--- config.mk ---
export PLATFORM = sky130hd
export DESIGN_NAME = rpwc_ram
export DESIGN_NICKNAME = d
export VERILOG_FILES = /design/src/rpwc_ram.sv
export SDC_FILE = /design/constraint.sdc
export NUM_CORES = 2
export LEC_CHECK = 0
export BUFFER_PORTS_ARGS = -buffer_cell sky130_fd_sc_hd__buf_2
export CORE_ASPECT_RATIO = 0.6
export CORE_MARGIN = 1.5
export CORE_UTILIZATION = 57
export DETAILED_ROUTE_END_ITERATION = 12
export GPL_TIMING_DRIVEN = 1
export PLACE_DENSITY = 0.77
export SLEW_MARGIN = 40
export SYNTH_ARGS = -nofsm -noshare
export SYNTH_HDL_FRONTEND = slang
export SYNTH_SLANG_ARGS = --single-unit
--- constraint.sdc ---
create_clock -name clk -period 8.1 [get_ports clk]
set_input_delay 1.215 -clock clk [delete_from_list [all_inputs] [get_ports clk]]
set_output_delay 1.215 -clock clk [all_outputs]
set_load 0.05 [all_outputs]
--- src/rpwc_ram.sv ---
`default_nettype none
module rpwc_ram #(
	parameter int WIDTH = 32,
	parameter int DEPTH = 128,
	localparam int AW = $clog2(DEPTH)
) (
	input  wire logic             clk,
	input  wire logic             we,
	input  wire logic [AW-1:0]    waddr,
	input  wire logic [WIDTH-1:0] wdata,
	input  wire logic             re,
	input  wire logic [AW-1:0]    raddr,
	output logic      [WIDTH-1:0] rdata
);
	logic [WIDTH-1:0] mem [DEPTH];

	always_ff @(posedge clk) begin
		if (we) begin
			mem[waddr] <= wdata;
		end
		if (re) begin
			rdata <= mem[raddr];
		end
	end
endmodule
`default_nettype wire

==> reports/qor.txt <==
Initial Util - 57.53%
CTS tree - built
Syn_nets - 6039
# DRC - 0
Cell count after synthesis - 5990
Post-synth top flop - edfxtp_1
Dpl ws - 2.801 ns
Achievable Freq - 219.5 MHz
Ports - 81
1st-iter DRT viols - 15270
Hold Path End - mem[61][26]
Vias in the first global route - 75450
Final Cycle Share - 56.24%
Pwr dens - 243.8 nW/µm²
RSZ-0062 raised after global routing - no
Area grow syn2layout - 11.40%
Global-route wire length before repair - 622300 µm
Synth cell types - 16
Mux contribution to synthesized area - 19.56%
Core Footprint - 272200 µm²
CTS hold repair buffers - 0
Max-slew violations - 0
Filler instances - 16370
Port Buffers - 80
Hold Path Depth - 1
Final Non-Filler Cells - 10270
Routed via count - 76080
CP Capture Type - flip-flop
Final HPWL DP - 236100 µm
Slew Limit Headroom - 34.32%
Htree depth - 5
Crit path DAT - 5.18 ns
Post-route ant nets - 0
Placed insts - 9586
Share of cells above drive strength 1 - 34.68%
Top cell type's share of synthesized area - 79.16%
Die ar. - 278000 µm²
R2R Path Start - mem[7][16]
Setup bufs post-CTS - 0
Worst slew pin tran - 0.9852 ns
Simple-Gate Fraction of Synth Area - 0.4450%
Largest net degree at the start of global routing - 141
Gp weighted congestion - 0.8690
List of most frequent post-synthesis cells - edfxtp_1 (4128), mux4_2 (1344), clkbuf_1 (182)
Vias per cell - 7.407
Nets@finish - 6392
DRT Pass-1 Iters - 8
EDFF count, synth - 4128
Post_cts resized - 0
Synth Area in Compound Gates - 0%
Synth top area cells - edfxtp_1 (79%), mux4_2 (19%), clkbuf_1 (0.44%)
Mapped Area - 156600 µm²
Total leakage power - 52.97 nW
Post-synthesis sequential area ratio - 79.16%
Maxcap violations - 0
Reg clk slew, reported paths - 0.07 ns
# setup viols final - 0
Gr usage total - 33.09%
Hold Crit Class - input port to flip-flop
Die Span Y - 409.0 µm
Post-synth top area cell - edfxtp_1
Async SR Flop Fraction - 0%
Total clock buffers created by CTS - 345
Count leader, synth - edfxtp_1
R2R Path End - rdata[16]
Site Rows - 148
VDD IR-drop max - 218.1 µV
# clock sinks - 4128
Clk buf depth - 4
Clk_skew - 0.06858 ns
Initial antenna violation count - 85
Die width - 679.7 µm
Post-route setup slack - 3.544 ns
Avg Inst Size Synth - 26.14 µm²
Post-synthesis register bit count - 4128
Main combinational cell family by area after synthesis - multiplexers
Clk_lat worst skew - 0.92 ns
Endpoints failing hold - 0
Area share of fa/ha/maj cells after synthesis - 0%
Outcome - completed
Final wirelength - 457700 µm
Yosys warnings - 0
FF-to-FF setup slack - 5.13 ns
Setup CP Type - input port to flip-flop
R2R cell count - 4
Setup TNS - 0 ns
Critical Path Source Type - input port
GRT overflow - 0
Power, Total - 42.54 mW
Final core occ - 64.08%
Root buffer cell - clkbuf_16
CP required - 8.72 ns
Hold wc startpoint - wdata[26]
DR WL/cell - 44.56 µm
Xor/xnor share of the synthesized area - 0%
Worst Path Max Fanout - 88
Final min period - 4.556 ns
## metrics by stage
step / instance area (µm²) / hold slack, ns
2_1_floorplan: 156600 / 1.149
4_1_cts: 174000 / 0.5526
3_3_place_gp: 163200 / 1.181
6_report: 174400 / 0.5968
3_5_place_dp: 163400 / 1.198
5_1_grt: 174300 / 0.5755
## layout by cell type (no fill, tap or decap), types with 10 or more instances in the layout
cell,n
buf_2,42
clkbuf_16,356
buf_12,21
bufinv_16,21
buf_4,219
diode_2,69
clkinv_2,58
clkbuf_1,82
nand2_1,10
buf_6,29
mux2_2,32
mux4_2,1344
clkinv_1,72
edfxtp_1,4128
nor2_4,119
## critical path, cell delays in order
cell	delay, ns
buf_12	0.27
buf_16	0.37
buf_12	0.54
mux4_2	0.63
mux4_2	0.63
mux4_2	0.70
mux2_2	0.34
## flip-flops by register name (all words and copies together) (netlist names)
register  flops
rdata        32
mem        4096
## logic make-up after synthesis
family,Yosys count
multiplexers,1376
AND/OR/NAND/NOR,170
buffers and inverters,316
flip-flops,4128
## where the power goes
part | internal [mW] | switching, mW | leakage, nW
sequential | 23.6 | 0.0572 | 37.1
combinational | 0.858 | 1.67 | 10.6
clock | 8.74 | 7.62 | 5.20
## routing by layer
metal / up-vias / GRT usage, % / wire length (µm)
li1: 27120 / - / -
met1: 40030 / 45.22 / 149400
met2: 7727 / 47.00 / 200400
met3: 1126 / 15.91 / 88240
met4: 80 / 11.70 / 19010
met5: - / 0.2405 / 555
## final cells by class
cell class                 instances  area (µm²)  share of cell area (%)
timing repair buffer             322        2867                   1.643
sequential                      4128      124000                   71.06
antenna                           69       172.7                 0.09898
clock inverter                   169        1394                  0.7990
multi-input combinational       1546       32330                   18.53
tap                             3600        4504                   2.582
clock buffer                     438        9216                   5.283
## worst max-delay path by stage
stage / from / depth (start not counted) / slack (ns) / to
after floorplan: we / 3 / 3.65 / mem[98][0]
after global placement: raddr[0] / 7 / 2.47 / rdata[16]
after detailed placement: raddr[0] / 7 / 2.80 / rdata[16]
after CTS: raddr[0] / 7 / 3.67 / rdata[16]
after global routing: raddr[0] / 7 / 3.50 / rdata[16]
final: raddr[0] / 7 / 3.54 / rdata[16]
Power figures use the tool's default switching activity.
